==> src/rtl/tap_tempo_estimator_assert.svh <==
// Assertion macros for the tap tempo estimator.
// Included by the top level; no other dependencies.
`ifndef TAP_TEMPO_ESTIMATOR_ASSERT_SVH
`define TAP_TEMPO_ESTIMATOR_ASSERT_SVH

// Same-cycle implication, disabled while reset is asserted.
`define TTE_ASSERT_NOW(label, clk, rst_n, ante, cons, msg) \
    label: assert property (@(posedge clk) disable iff (!rst_n) (ante) |-> (cons)) \
        else $error(msg);

// Next-cycle implication, disabled while reset is asserted.
`define TTE_ASSERT_NEXT(label, clk, rst_n, ante, cons, msg) \
    label: assert property (@(posedge clk) disable iff (!rst_n) (ante) |=> (cons)) \
        else $error(msg);

`endif

==> src/rtl/tte_pkg.sv <==
// Shared types, codes and the microcode table of the tap tempo estimator.
// No dependencies; used by tte_divider, tap_tempo_estimator and the testbench.
package tte_pkg;

    localparam int CNT_W     = 4;
    localparam int FRAC_BITS = 8;
    localparam int STEP_W    = 5;
    localparam int CFG_IDX_W = 1;
    localparam int CFG_W     = 32;

    // Sixty million microseconds times one hundred, with eight fraction bits.
    localparam logic [63:0] CENTI_MINUTE_Q8 = 64'd6000000000 << FRAC_BITS;

    localparam logic [CFG_IDX_W-1:0] CFG_TIMEOUT = 1'd0;
    localparam logic [CFG_IDX_W-1:0] CFG_MIN_GAP = 1'd1;

    localparam logic [2:0] ST_ARMED   = 3'd0;
    localparam logic [2:0] ST_TIMEOUT = 3'd1;
    localparam logic [2:0] ST_FAST    = 3'd2;
    localparam logic [2:0] ST_OUTLIER = 3'd3;
    localparam logic [2:0] ST_ACCEPT  = 3'd4;
    localparam logic [2:0] ST_CLEAR   = 3'd5;

    typedef struct packed {
        logic        operation;
        logic [31:0] tap_time_us;
    } in_item_t;

    typedef struct packed {
        logic        bpm_valid;
        logic [15:0] bpm_centi;
        logic [2:0]  tap_status;
    } out_item_t;

    typedef struct packed {
        logic load;
        logic step;
    } div_ctrl_t;

    typedef enum logic [2:0] {
        OP_NOP,
        OP_GAP,
        OP_DIV_MEAN,
        OP_DIV_STEP,
        OP_MEAN_UPD,
        OP_DIV_BPM,
        OP_EMIT
    } op_t;

    typedef enum logic [3:0] {
        C_NEVER,
        C_ALWAYS,
        C_NO_REQ,
        C_CLEAR,
        C_NOT_ARMED,
        C_TIMEOUT,
        C_FAST,
        C_OUTLIER,
        C_MORE,
        C_MEAN_ZERO
    } cond_t;

    typedef struct packed {
        op_t               op;
        cond_t             cond;
        logic [STEP_W-1:0] target;
        logic              wait_out;
        logic              valid;
        logic [2:0]        status;
        logic              set_last;
        logic              clr_mean;
        logic              set_armed;
        logic              clr_armed;
    } ucode_t;

    localparam logic [STEP_W-1:0] A_FETCH     = 5'd0;
    localparam logic [STEP_W-1:0] A_CLASSIFY  = 5'd1;
    localparam logic [STEP_W-1:0] A_ARMCHK    = 5'd2;
    localparam logic [STEP_W-1:0] A_TOUTCHK   = 5'd3;
    localparam logic [STEP_W-1:0] A_FASTCHK   = 5'd4;
    localparam logic [STEP_W-1:0] A_OUTCHK    = 5'd5;
    localparam logic [STEP_W-1:0] A_MEAN_LD   = 5'd6;
    localparam logic [STEP_W-1:0] A_MEAN_DIV  = 5'd7;
    localparam logic [STEP_W-1:0] A_MEAN_UPD  = 5'd8;
    localparam logic [STEP_W-1:0] A_BPM_LD    = 5'd9;
    localparam logic [STEP_W-1:0] A_BPM_DIV   = 5'd10;
    localparam logic [STEP_W-1:0] A_E_ACCEPT  = 5'd11;
    localparam logic [STEP_W-1:0] A_E_CLEAR   = 5'd12;
    localparam logic [STEP_W-1:0] A_E_ARMED   = 5'd13;
    localparam logic [STEP_W-1:0] A_E_TIMEOUT = 5'd14;
    localparam logic [STEP_W-1:0] A_E_FAST    = 5'd15;
    localparam logic [STEP_W-1:0] A_E_OUTLIER = 5'd16;

    // The microprogram. A step jumps to its target when its condition holds
    // and falls through to the next step otherwise.
    function automatic ucode_t ucode_rom(input logic [STEP_W-1:0] addr);
        ucode_t w;
        w = '0;
        w.op = OP_NOP;
        w.cond = C_NEVER;
        case (addr)
            A_FETCH:     begin w.cond = C_NO_REQ;    w.target = A_FETCH;     end
            A_CLASSIFY:  begin w.op = OP_GAP; w.cond = C_CLEAR; w.target = A_E_CLEAR; end
            A_ARMCHK:    begin w.cond = C_NOT_ARMED; w.target = A_E_ARMED;   end
            A_TOUTCHK:   begin w.cond = C_TIMEOUT;   w.target = A_E_TIMEOUT; end
            A_FASTCHK:   begin w.cond = C_FAST;      w.target = A_E_FAST;    end
            A_OUTCHK:    begin w.cond = C_OUTLIER;   w.target = A_E_OUTLIER; end
            A_MEAN_LD:   begin w.op = OP_DIV_MEAN; end
            A_MEAN_DIV:  begin w.op = OP_DIV_STEP; w.cond = C_MORE; w.target = A_MEAN_DIV; end
            A_MEAN_UPD:  begin w.op = OP_MEAN_UPD; end
            A_BPM_LD:
            begin
                w.op = OP_DIV_BPM;
                w.cond = C_MEAN_ZERO;
                w.target = A_E_ACCEPT;
            end
            A_BPM_DIV:   begin w.op = OP_DIV_STEP; w.cond = C_MORE; w.target = A_BPM_DIV; end
            A_E_ACCEPT:
            begin
                w.op = OP_EMIT; w.cond = C_ALWAYS; w.target = A_FETCH; w.wait_out = 1'b1;
                w.valid = 1'b1; w.status = ST_ACCEPT;
            end
            A_E_CLEAR:
            begin
                w.op = OP_EMIT; w.cond = C_ALWAYS; w.target = A_FETCH; w.wait_out = 1'b1;
                w.status = ST_CLEAR; w.clr_mean = 1'b1; w.clr_armed = 1'b1;
            end
            A_E_ARMED:
            begin
                w.op = OP_EMIT; w.cond = C_ALWAYS; w.target = A_FETCH; w.wait_out = 1'b1;
                w.status = ST_ARMED; w.set_last = 1'b1; w.clr_mean = 1'b1;
                w.set_armed = 1'b1;
            end
            A_E_TIMEOUT:
            begin
                w.op = OP_EMIT; w.cond = C_ALWAYS; w.target = A_FETCH; w.wait_out = 1'b1;
                w.status = ST_TIMEOUT; w.set_last = 1'b1; w.clr_mean = 1'b1;
            end
            A_E_FAST:
            begin
                w.op = OP_EMIT; w.cond = C_ALWAYS; w.target = A_FETCH; w.wait_out = 1'b1;
                w.status = ST_FAST;
            end
            A_E_OUTLIER:
            begin
                w.op = OP_EMIT; w.cond = C_ALWAYS; w.target = A_FETCH; w.wait_out = 1'b1;
                w.status = ST_OUTLIER; w.set_last = 1'b1;
            end
            default:     begin w.cond = C_ALWAYS; w.target = A_FETCH; end
        endcase
        return w;
    endfunction

endpackage

==> src/rtl/tte_divider.sv <==
// Restoring shift-subtract divider, one quotient bit per cycle while ctrl.step is high.
// Depends on tte_pkg for the control struct.
module tte_divider
    import tte_pkg::*;
#(
    parameter int DW = 42,
    parameter int MW = 40,
    parameter int IW = 6
)
(
    input  logic          clk,
    input  logic          rst_n,
    input  div_ctrl_t     ctrl,
    input  logic [DW-1:0] dividend,
    input  logic [MW-1:0] divisor,
    input  logic [IW-1:0] iters,
    output logic [DW-1:0] quotient,
    output logic          more
);

    logic [DW-1:0] acc_reg, acc_next;
    logic [MW-1:0] rem_reg, rem_next;
    logic [MW-1:0] div_reg, div_next;
    logic [IW-1:0] iter_reg, iter_next;
    logic [MW:0]   trial;
    logic [MW:0]   trial_diff;
    logic          fits;

    // The dividend enters at the top of acc; quotient bits shift in below.
    always_comb
    begin
        trial      = {rem_reg, acc_reg[DW-1]};
        trial_diff = trial - {1'b0, div_reg};
        fits       = trial >= {1'b0, div_reg};
        acc_next   = acc_reg;
        rem_next   = rem_reg;
        div_next   = div_reg;
        iter_next  = iter_reg;
        if (ctrl.load)
        begin
            acc_next  = dividend;
            rem_next  = '0;
            div_next  = divisor;
            iter_next = iters;
        end
        else if (ctrl.step)
        begin
            acc_next  = {acc_reg[DW-2:0], fits};
            rem_next  = fits ? trial_diff[MW-1:0] : trial[MW-1:0];
            iter_next = iter_reg - 1'b1;
        end
    end

    always_ff @(posedge clk or negedge rst_n)
    begin
        if (!rst_n)
        begin
            iter_reg <= '0;
        end
        else
        begin
            iter_reg <= iter_next;
        end
    end

    always_ff @(posedge clk)
    begin
        acc_reg <= acc_next;
        rem_reg <= rem_next;
        div_reg <= div_next;
    end

    assign quotient = acc_reg;
    assign more     = iter_reg > IW'(1);

endmodule

==> src/rtl/tap_tempo_estimator.sv <==
// Tap tempo estimator top level: microcode sequencer, datapath and state.
// Depends on tte_pkg, tte_divider and tap_tempo_estimator_assert.svh.
//
// Usage: in_data carries one request, a tap with its microsecond stamp or a
// clear. in_ready is high only while the sequencer sits at its fetch step, so
// one request is worked on at a time. Every request gives exactly one result
// on out_data, held in an output register until out_valid meets out_ready.
// An accepted tap runs the shared divider twice, once for the mean update
// (TIME_WIDTH+8 quotient bits) and once for the tempo (max(42, TIME_WIDTH+8)
// quotient bits), or only once when the new mean is zero and the tempo
// divide is skipped. in_ready rises with out_valid. A new request may be
// taken while the previous result still waits; the sequencer stalls only
// at its output step when the output register is full and out_ready is
// low. cfg_wr_en writes timeout_us (index 0) or min_gap_us (index 1) at
// once; the user must write it only while the block is idle, which the
// block itself does not enforce.
// Reset clears the armed flag, last tap time, mean, tap count and the output
// valid flag, and loads the register defaults; the block is ready at once.
`include "tap_tempo_estimator_assert.svh"

module tap_tempo_estimator
    import tte_pkg::*;
#(
    parameter int MAX_TAPS   = 8,
    parameter int TIME_WIDTH = 32
)
(
    input  logic                 clk,
    input  logic                 rst_n,
    input  logic                 in_valid,
    output logic                 in_ready,
    input  in_item_t             in_data,
    output logic                 out_valid,
    input  logic                 out_ready,
    output out_item_t            out_data,
    input  logic                 cfg_wr_en,
    input  logic [CFG_IDX_W-1:0] cfg_index,
    input  logic [CFG_W-1:0]     cfg_data
);

    localparam int TW = TIME_WIDTH;
    localparam int MW = TW + FRAC_BITS;
    localparam int DW = (MW > 42) ? MW : 42;
    localparam int CW = (TW > CFG_W) ? TW : CFG_W;
    localparam int IW = $clog2(DW + 1);

    logic [STEP_W-1:0] step_reg, step_next;
    logic              armed_reg, armed_next;
    logic [TW-1:0]     last_reg, last_next;
    logic [MW-1:0]     mean_reg, mean_next;
    logic [CNT_W-1:0]  cnt_reg, cnt_next;
    logic [CFG_W-1:0]  timeout_reg, timeout_next;
    logic [CFG_W-1:0]  min_gap_reg, min_gap_next;
    logic              out_valid_reg, out_valid_next;
    out_item_t         out_reg, out_next;
    logic [TW-1:0]     now_reg, now_next;
    logic              clear_reg, clear_next;
    logic [TW-1:0]     gap_reg, gap_next;
    logic              up_reg, up_next;

    ucode_t            uw;
    logic              stall;
    logic              cond_true;
    logic [MW-1:0]     g;
    logic              outlier;
    logic [CNT_W-1:0]  n_taps;
    logic [MW-1:0]     mean_diff;
    logic [15:0]       bpm_sat;
    div_ctrl_t         div_ctrl;
    logic [DW-1:0]     div_dividend;
    logic [MW-1:0]     div_divisor;
    logic [IW-1:0]     div_iters;
    logic [DW-1:0]     div_quot;
    logic              div_more;

    tte_divider #(
        .DW (DW),
        .MW (MW),
        .IW (IW)
    ) u_div (
        .clk      (clk),
        .rst_n    (rst_n),
        .ctrl     (div_ctrl),
        .dividend (div_dividend),
        .divisor  (div_divisor),
        .iters    (div_iters),
        .quotient (div_quot),
        .more     (div_more)
    );

    assign uw       = ucode_rom(step_reg);
    assign in_ready = (step_reg == A_FETCH);

    // Exact outlier test on the gap with eight fraction bits.
    assign g       = {gap_reg, {FRAC_BITS{1'b0}}};
    assign outlier = (mean_reg != '0) &&
                     (({g, 1'b0} < {1'b0, mean_reg}) || ({1'b0, g} > {mean_reg, 1'b0}));
    assign n_taps  = (cnt_reg < CNT_W'(MAX_TAPS)) ? cnt_reg + 1'b1 : CNT_W'(MAX_TAPS);
    assign mean_diff = (g >= mean_reg) ? g - mean_reg : mean_reg - g;
    assign bpm_sat = (|div_quot[DW-1:16]) ? 16'hFFFF : div_quot[15:0];

    always_comb
    begin
        stall = uw.wait_out && out_valid_reg && !out_ready;
        case (uw.cond)
            C_NEVER:     cond_true = 1'b0;
            C_ALWAYS:    cond_true = 1'b1;
            C_NO_REQ:    cond_true = !in_valid;
            C_CLEAR:     cond_true = clear_reg;
            C_NOT_ARMED: cond_true = !armed_reg;
            C_TIMEOUT:   cond_true = CW'(gap_reg) > CW'(timeout_reg);
            C_FAST:      cond_true = CW'(gap_reg) < CW'(min_gap_reg);
            C_OUTLIER:   cond_true = outlier;
            C_MORE:      cond_true = div_more;
            C_MEAN_ZERO: cond_true = (mean_reg == '0);
            default:     cond_true = 1'b0;
        endcase

        if (stall)
            step_next = step_reg;
        else if (cond_true)
            step_next = uw.target;
        else
            step_next = step_reg + 1'b1;

        armed_next     = armed_reg;
        last_next      = last_reg;
        mean_next      = mean_reg;
        cnt_next       = cnt_reg;
        now_next       = now_reg;
        clear_next     = clear_reg;
        gap_next       = gap_reg;
        up_next        = up_reg;
        out_next       = out_reg;
        out_valid_next = out_valid_reg && !out_ready;
        timeout_next   = timeout_reg;
        min_gap_next   = min_gap_reg;
        div_ctrl       = '0;
        div_dividend   = DW'(mean_diff) << (DW - MW);
        div_divisor    = MW'(n_taps);
        div_iters      = IW'(MW);

        if (cfg_wr_en)
        begin
            case (cfg_index)
                CFG_TIMEOUT: timeout_next = cfg_data;
                CFG_MIN_GAP: min_gap_next = cfg_data;
                default:     timeout_next = timeout_reg;
            endcase
        end

        if (in_valid && in_ready)
        begin
            now_next   = TW'(in_data.tap_time_us);
            clear_next = in_data.operation;
        end

        case (uw.op)
            OP_NOP:
            begin
                div_ctrl = '0;
            end
            OP_GAP:
            begin
                gap_next = now_reg - last_reg;
            end
            OP_DIV_MEAN:
            begin
                div_ctrl.load = 1'b1;
                up_next       = (g >= mean_reg);
                cnt_next      = n_taps;
            end
            OP_DIV_STEP:
            begin
                div_ctrl.step = 1'b1;
            end
            OP_MEAN_UPD:
            begin
                mean_next = up_reg ? mean_reg + div_quot[MW-1:0]
                                   : mean_reg - div_quot[MW-1:0];
                last_next = now_reg;
            end
            OP_DIV_BPM:
            begin
                // A zero mean loads all ones so the tempo saturates.
                div_ctrl.load = 1'b1;
                div_divisor   = mean_reg;
                div_iters     = IW'(DW);
                div_dividend  = (mean_reg == '0) ? '1
                              : DW'(CENTI_MINUTE_Q8) + DW'(mean_reg >> 1);
            end
            OP_EMIT:
            begin
                if (!stall)
                begin
                    out_valid_next      = 1'b1;
                    out_next.bpm_valid  = uw.valid;
                    out_next.bpm_centi  = uw.valid ? bpm_sat : 16'd0;
                    out_next.tap_status = uw.status;
                    if (uw.set_last)
                        last_next = now_reg;
                    if (uw.clr_mean)
                    begin
                        mean_next = '0;
                        cnt_next  = '0;
                    end
                    if (uw.set_armed)
                        armed_next = 1'b1;
                    if (uw.clr_armed)
                        armed_next = 1'b0;
                end
            end
            default:
            begin
                div_ctrl = '0;
            end
        endcase
    end

    always_ff @(posedge clk or negedge rst_n)
    begin
        if (!rst_n)
        begin
            step_reg      <= A_FETCH;
            armed_reg     <= 1'b0;
            last_reg      <= '0;
            mean_reg      <= '0;
            cnt_reg       <= '0;
            timeout_reg   <= CFG_W'(2000000);
            min_gap_reg   <= CFG_W'(200000);
            out_valid_reg <= 1'b0;
        end
        else
        begin
            step_reg      <= step_next;
            armed_reg     <= armed_next;
            last_reg      <= last_next;
            mean_reg      <= mean_next;
            cnt_reg       <= cnt_next;
            timeout_reg   <= timeout_next;
            min_gap_reg   <= min_gap_next;
            out_valid_reg <= out_valid_next;
        end
    end

    always_ff @(posedge clk)
    begin
        out_reg   <= out_next;
        now_reg   <= now_next;
        clear_reg <= clear_next;
        gap_reg   <= gap_next;
        up_reg    <= up_next;
    end

    assign out_valid = out_valid_reg;
    assign out_data  = out_reg;

    `TTE_ASSERT_NOW(a_count_capped, clk, rst_n, 1'b1, cnt_reg <= CNT_W'(MAX_TAPS),
        "tap count above its cap")
    `TTE_ASSERT_NOW(a_mean_needs_armed, clk, rst_n, mean_reg != '0, armed_reg,
        "nonzero mean while not armed")
    `TTE_ASSERT_NOW(a_bpm_only_accept, clk, rst_n, out_valid_reg && out_reg.bpm_valid,
        out_reg.tap_status == ST_ACCEPT, "tempo given without an accepted tap")
    `TTE_ASSERT_NEXT(a_fetch_to_classify, clk, rst_n, in_valid && in_ready,
        step_reg == A_CLASSIFY, "request accepted but sequencer did not advance")

endmodule

==> config.mk <==
export PLATFORM = sky130hd
export DESIGN_NAME = tap_tempo_estimator
export DESIGN_NICKNAME = d
export VERILOG_FILES = /design/src/rtl/tte_pkg.sv /design/src/rtl/tte_divider.sv /design/src/rtl/tap_tempo_estimator.sv
export VERILOG_INCLUDE_DIRS = /design/src /design/src/rtl
export SDC_FILE = /design/constraint.sdc
export NUM_CORES = 1
export LEC_CHECK = 0
export ABC_CLOCK_PERIOD_IN_PS = 5860
export BUFFER_PORTS_ARGS = -buffer_cell sky130_fd_sc_hd__buf_2
export CORE_UTILIZATION = 60
export CTS_CLUSTER_DIAMETER = 100
export DETAILED_ROUTE_END_ITERATION = 16
export PLACE_DENSITY_LB_ADDON = 0.2
export SLEW_MARGIN = 25
export SYNTH_ARGS = -nofsm -noshare
export SYNTH_HDL_FRONTEND = slang
export SYNTH_SLANG_ARGS = --single-unit
==> constraint.sdc <==
create_clock -name clk -period 5.86 [get_ports clk]
set_clock_uncertainty 0.1 [all_clocks]
set_input_delay 0.293 -clock clk [delete_from_list [all_inputs] [get_ports clk]]
set_output_delay 0.293 -clock clk [all_outputs]
set_load 0.02 [all_outputs]
-- Word-level counts from Yosys, hierarchy flattened
Index checks and enable logic that the tools add are counted.
- order comparisons: 8
- reductions and logical operators: 30
- muxes and demuxes: 39
- add/sub/neg operators: 10
- bitwise gates (word level): 2
- equality and inequality tests: 34
- operators by type and width (kind ; count):
    two-way mux 40 bit ; 5
    two-way mux 42 bit ; 4
    subtractor 40 bit ; 4
    one-hot mux 9 bit (10 select lines) ; 1
    one-hot mux 40 bit (2 select lines) ; 1
    two-way mux 32 bit ; 2
    one-hot mux 32 bit (2 select lines) ; 1
    adder 41 x 39 -> 42 bit (first input constant) ; 1
    >= comparator 41 x 40 -> 1 bit ; 1
    > comparator 40 x 41 -> 1 bit ; 1
    less-than comparator 41 x 40 -> 1 bit ; 1
    adder 40 bit ; 1
    equality test 5 x 4 -> 1 bit (second input constant) ; 8
    >= comparator 40 bit ; 1
    zero test 40 bit ; 1
    nonzero test 40 bit ; 1
    > comparator 32 bit ; 1
    less-than comparator 32 bit ; 1
    subtractor 32 bit ; 1
    OR reduction 26 bit ; 1
    equality test 5 x 3 -> 1 bit (second input constant) ; 4
    one-hot mux 3 bit (6 select lines) ; 1
    equality test 4 x 3 -> 1 bit (second input constant) ; 4
    two-way mux 16 bit ; 1
    other kinds (34) ; 75
- word-level logic and storage cells: 143
- input port bits: 71
- flip-flop bits (word level): 361

-- Longest topological paths before layout
- depth in word-level cells: 7
- depth in mapped cells: 21

-- Hierarchy
From an unflattened synthesis, not the netlist that was laid out.
- cells, all modules: 3194
- area, all modules: 28488.6 um^2
- modules (own cells, without submodules) (module ; instances ; cells an instance ; seq. area each (um^2) ; area an instance (um^2)):
    tap_tempo_estimator ; 1 ; 2445 ; 6277.3 ; 20956.3
    tte_divider ; 1 ; 749 ; 3413.3 ; 7532.2

-- Worst setup path before layout
Ideal clock, no wire load.
- path type: reg2reg
- start: register u_div.acc_reg[0], in the netlist u_div.quotient[0]
- end: register mean_reg[37]
- library setup time: 0.121 ns
- path slack: 1.469 ns
- data arrival time: 4.170 ns
- buffers on the path: 0
- cell stages (with the launch flop): 22
- cells stage by stage: edfxtp_1 > inv_1 > ha_1 > nor2b_1 > nand3_1 > nor3b_1 > and2_1 > nand2_1 > nor2_1 > nor2_1 > xor2_1 > ha_1 > a21o_1 > a21o_1 > a21oi_1 > or3b_1 > o21a_1 > a21oi_1 > nor2_1 > o41a_1 > xor2_1 > a22o_1
- longest elaborated chain between the ends: 3
- elaborated cells on any way between the ends: 4
- classes of those cells: add/sub: 2; mux: 2
- RTL lines (what ; line ; source):
    start, declared ; tte_divider.sv:21 ; logic [DW-1:0] acc_reg, acc_next;
    start signal, assigned ; tte_divider.sv:68 ; acc_reg <= acc_next;
    subtractor 40 bit or adder 40 bit (tied branches) ; tap_tempo_estimator.sv:180, tap_tempo_estimator.sv:179 ;
    two-way mux 40 bit * ; tap_tempo_estimator.sv:179 ; mean_next = up_reg ? mean_reg + div_quot[MW-1:0]
    one-hot mux 40 bit (2 select lines) * ; tap_tempo_estimator.sv:158 ; case (uw.op)
    end signal, assigned ; tap_tempo_estimator.sv:238 ; mean_reg <= mean_next;
    end, declared ; tap_tempo_estimator.sv:50 ; logic [MW-1:0] mean_reg, mean_next;
Every way passes the cells marked *; elsewhere a longest branch is shown, timed or not.
A chain may end at the register's enable or synchronous reset.

-- Worst setup path in the final report
Same ends and word-level chain as after synthesis.

==> flow_metrics.tcl <==
set metrics [dict create \
    final_common_cell "ha_1" \
    synth-async-reset-ratio 0.424 \
    drc 0 \
    io_pins 93 \
    power.leakage_nw 13.8 \
    crit_path_start_kind "flop" \
    path_class "flop to flop" \
    yosysWarnings 0 \
    synthMuxAreaShare 0.0389 \
    yosysUniqueCellTypes 95 \
    slowest_delay_ns 0.47 \
    crit_chain "inv_1, ha_1, nor2b_1, nand3_1, nor3b_1, and2_1, nand2_1, nor2_1, nor2_1, xor2_1, ha_1, a21o_1, a21o_1, a21oi_1, or3b_1, o21a_1, a21oi_1, nor2_1, o41a_1, xor2_1, a22o_1" \
    critPathMaxFanout 6 \
    rows 78 \
    routedWlPerCell_um 22.8 \
    cpMostUsedCell "nor2_1" \
    synthFlopType "edfxtp_1" \
    ant_nets 0 \
    cts.path.max_buffers 3 \
    synth_simple_gate_area_share 0.142 \
    slew_headroom 0.338 \
    arrival_ns 5.61 \
    crit_buf_inv 1 \
    max-cap-violations 0 \
    worst_slew_pin_slew_ns 0.990 \
    dieWidth_um 218 \
    peakVddDrop_mv 0.419 \
    status "completed" \
    viasPerCell 6.49 \
    crit_slowest_cell "edfxtp_1" \
    num_vias 25500 \
    power.total_mw 19.4 \
    port_buffers 92 \
    grt_pass1_vias 25300 \
    post-cts-setup-buffers 0 \
    crit_family "simple AND/OR/NAND/NOR gates" \
    drt_iter0_drc 2261 \
    synth_top_family_by_area "compound AO/OA/AOI/OAI gates" \
    synth-adder-area-share 0.140 \
    cts-root-buf "clkbuf_16" \
    nets 3670 \
    hold_path.class "input pin to flop" \
    h-tree-depth 2 \
    firstDrtPassIters 5 \
    cts.sink_count 361 \
    dp_hpwl_um 65300 \
    diodes 0 \
    synth_area_per_cell_um2 8.89 \
    core_um2 45800 \
    grt_overflow 0 \
    synth-seq-cells 361 \
    initial_core_util 0.614 \
    largest_register_ff_count 42 \
    synth_xor_area_frac 0.0580 \
    insertion_delay_ns 0.61 \
    drive_above_1_share 0.103 \
    synth-compound-area-share 0.224 \
    cts.clk_slew.worst_paths_ns 0.06 \
    die_h_um 218 \
    end_kind "flop" \
    grt_pass1_wl_um 139000 \
    syn_to_final_growth_pct 11.5 \
    setup_viol 0 \
    finalHoldViolCount 0 \
    r2r_cells 21 \
    setup_tns_ns 0 \
    finalCritPeriodShare 0.890 \
    antenna_found_initial 2 \
    synth_enable_flop_cells 168 \
    min_path_cells 5 \
    synth_nets 3544 \
    period_needed_ns 5.22 \
    cts_resized 0 \
    report.final.slew_viol_count 0 \
    synth-seq-area-share 0.345 \
    final_cell_mix "ha_1, a21oi_1, inv_1, o21ai_0, nand2_1" \
    track_usage 0.375 \
    dieArea_um2 47700 \
    routed_wl_um 89500 \
    r2r_slack_ns 0.64 \
    worstPathRequired_ns 6.25 \
    fmax_ghz 0.192 \
    netlist_area_um2 28100 \
    gp_congestion 0.979 \
    p_per_area_nw_per_um2 618 \
    tritoncts "built" \
    rsz0062_at_grt "no" \
    grt_max_degree 104 \
    numCtsBuffers 43 \
    cp.depth 21 \
    synth_cells 3161 \
]
==> worst min-delay path, cell delays in order <==
cell	delay, ns
buf_2	0.12
nor2b_4	0.04
buf_4	0.29
nand2_1	0.13
o21ai_0	0.07
==> metrics by stage <==
stage / cell area (um^2) / std cells / setup WS, ns / util / hold WS [ns]
floorplan: 28100 / 3161 / 1.47 / - / -0.103
global placement: 29100 / 3773 / 0.859 / 0.637 / 0.366
detailed placement: 29200 / 3774 / 0.726 / 0.638 / 0.371
CTS: 31300 / 3921 / 0.710 / 0.684 / 0.263
global route: 31300 / 3922 / 0.354 / 0.684 / 0.320
finish: 31300 / 3922 / 0.642 / 0.684 / 0.289
==> layer usage <==
layer / GRT usage / routed length (um)
met5: 0 / 21
met4: 0.198 / 4960
met3: 0.0447 / 6280
met2: 0.632 / 42500
met1: 0.470 / 35700
==> area by class of cell <==
type	instances	area, um^2
multi-input combinational	2428	17000
fill	3533	14400
clock inverter	27	299
timing repair buffer	196	1450
tap	600	751
inverter	257	965
clock buffer	53	1150
sequential	361	9690
==> power by group <==
group	switching [mW]	internal [mW]	leakage, nW	total (mW)
registers	0.836	3.61	3.68	4.44
clock network	1.18	1.60	0.711	2.79
logic	7.50	4.63	9.42	12.1
==> worst paths after layout <==
path / endpoint / from
worst max-delay path: mean_reg[37]$_DFFE_PN0P_ / u_div.quotient[0]$_DFFE_PP_
worst min-delay path: timeout_reg[10]$_DFFE_PN1P_ / cfg_index
worst max register to register: mean_reg[37]$_DFFE_PN0P_ / u_div.quotient[0]$_DFFE_PP_
worst min register to register: u_div.rem_reg[23]$_SDFFE_PN0N_ / u_div.rem_reg[23]$_SDFFE_PN0N_
max in group asynchronous: mean_reg[24]$_DFFE_PN0P_ / rst_n
min in group asynchronous: last_reg[2]$_DFFE_PN0P_ / rst_n
==> cells by family (layout without fill, tap and decap cells) <==
group           count (synthesis)  in the layout
buf+inv                       372            533
mux                           100            100
flops                         361            361
compound gates                990            990
simple gates                  840            840
fa+ha+maj                     312            312
xor+xnor                      186            186
==> synth_stat cells (all sizes together), types with 28 or more instances <==
master / n / area, um^2
xor2: 97 / 850
a21o: 115 / 863
nand2b: 34 / 213
nand2: 253 / 950
inv: 257 / 965
mux2i: 29 / 294
nor2: 231 / 875
a31oi: 43 / 282
clkbuf: 87 / 327
nand3: 50 / 250
nand4: 43 / 269
buf: 28 / 160
o21a: 49 / 368
o211ai: 29 / 218
o21ai: 265 / 1330
ha: 308 / 3850
and3: 31 / 194
dfrtp: 140 / 3500
edfxtp: 168 / 5040
xnor2: 89 / 780
a21oi: 283 / 1420
mux2: 71 / 800
nor3: 66 / 342
dfxtp: 40 / 801
==> timing repair <==
item                       in CTS  in global routing
hold endpoints to repair      187                  0
hold buffers                   67                  0
setup endpoints to repair       0                  0
No activity file was read; power rests on OpenSTA's default activity.
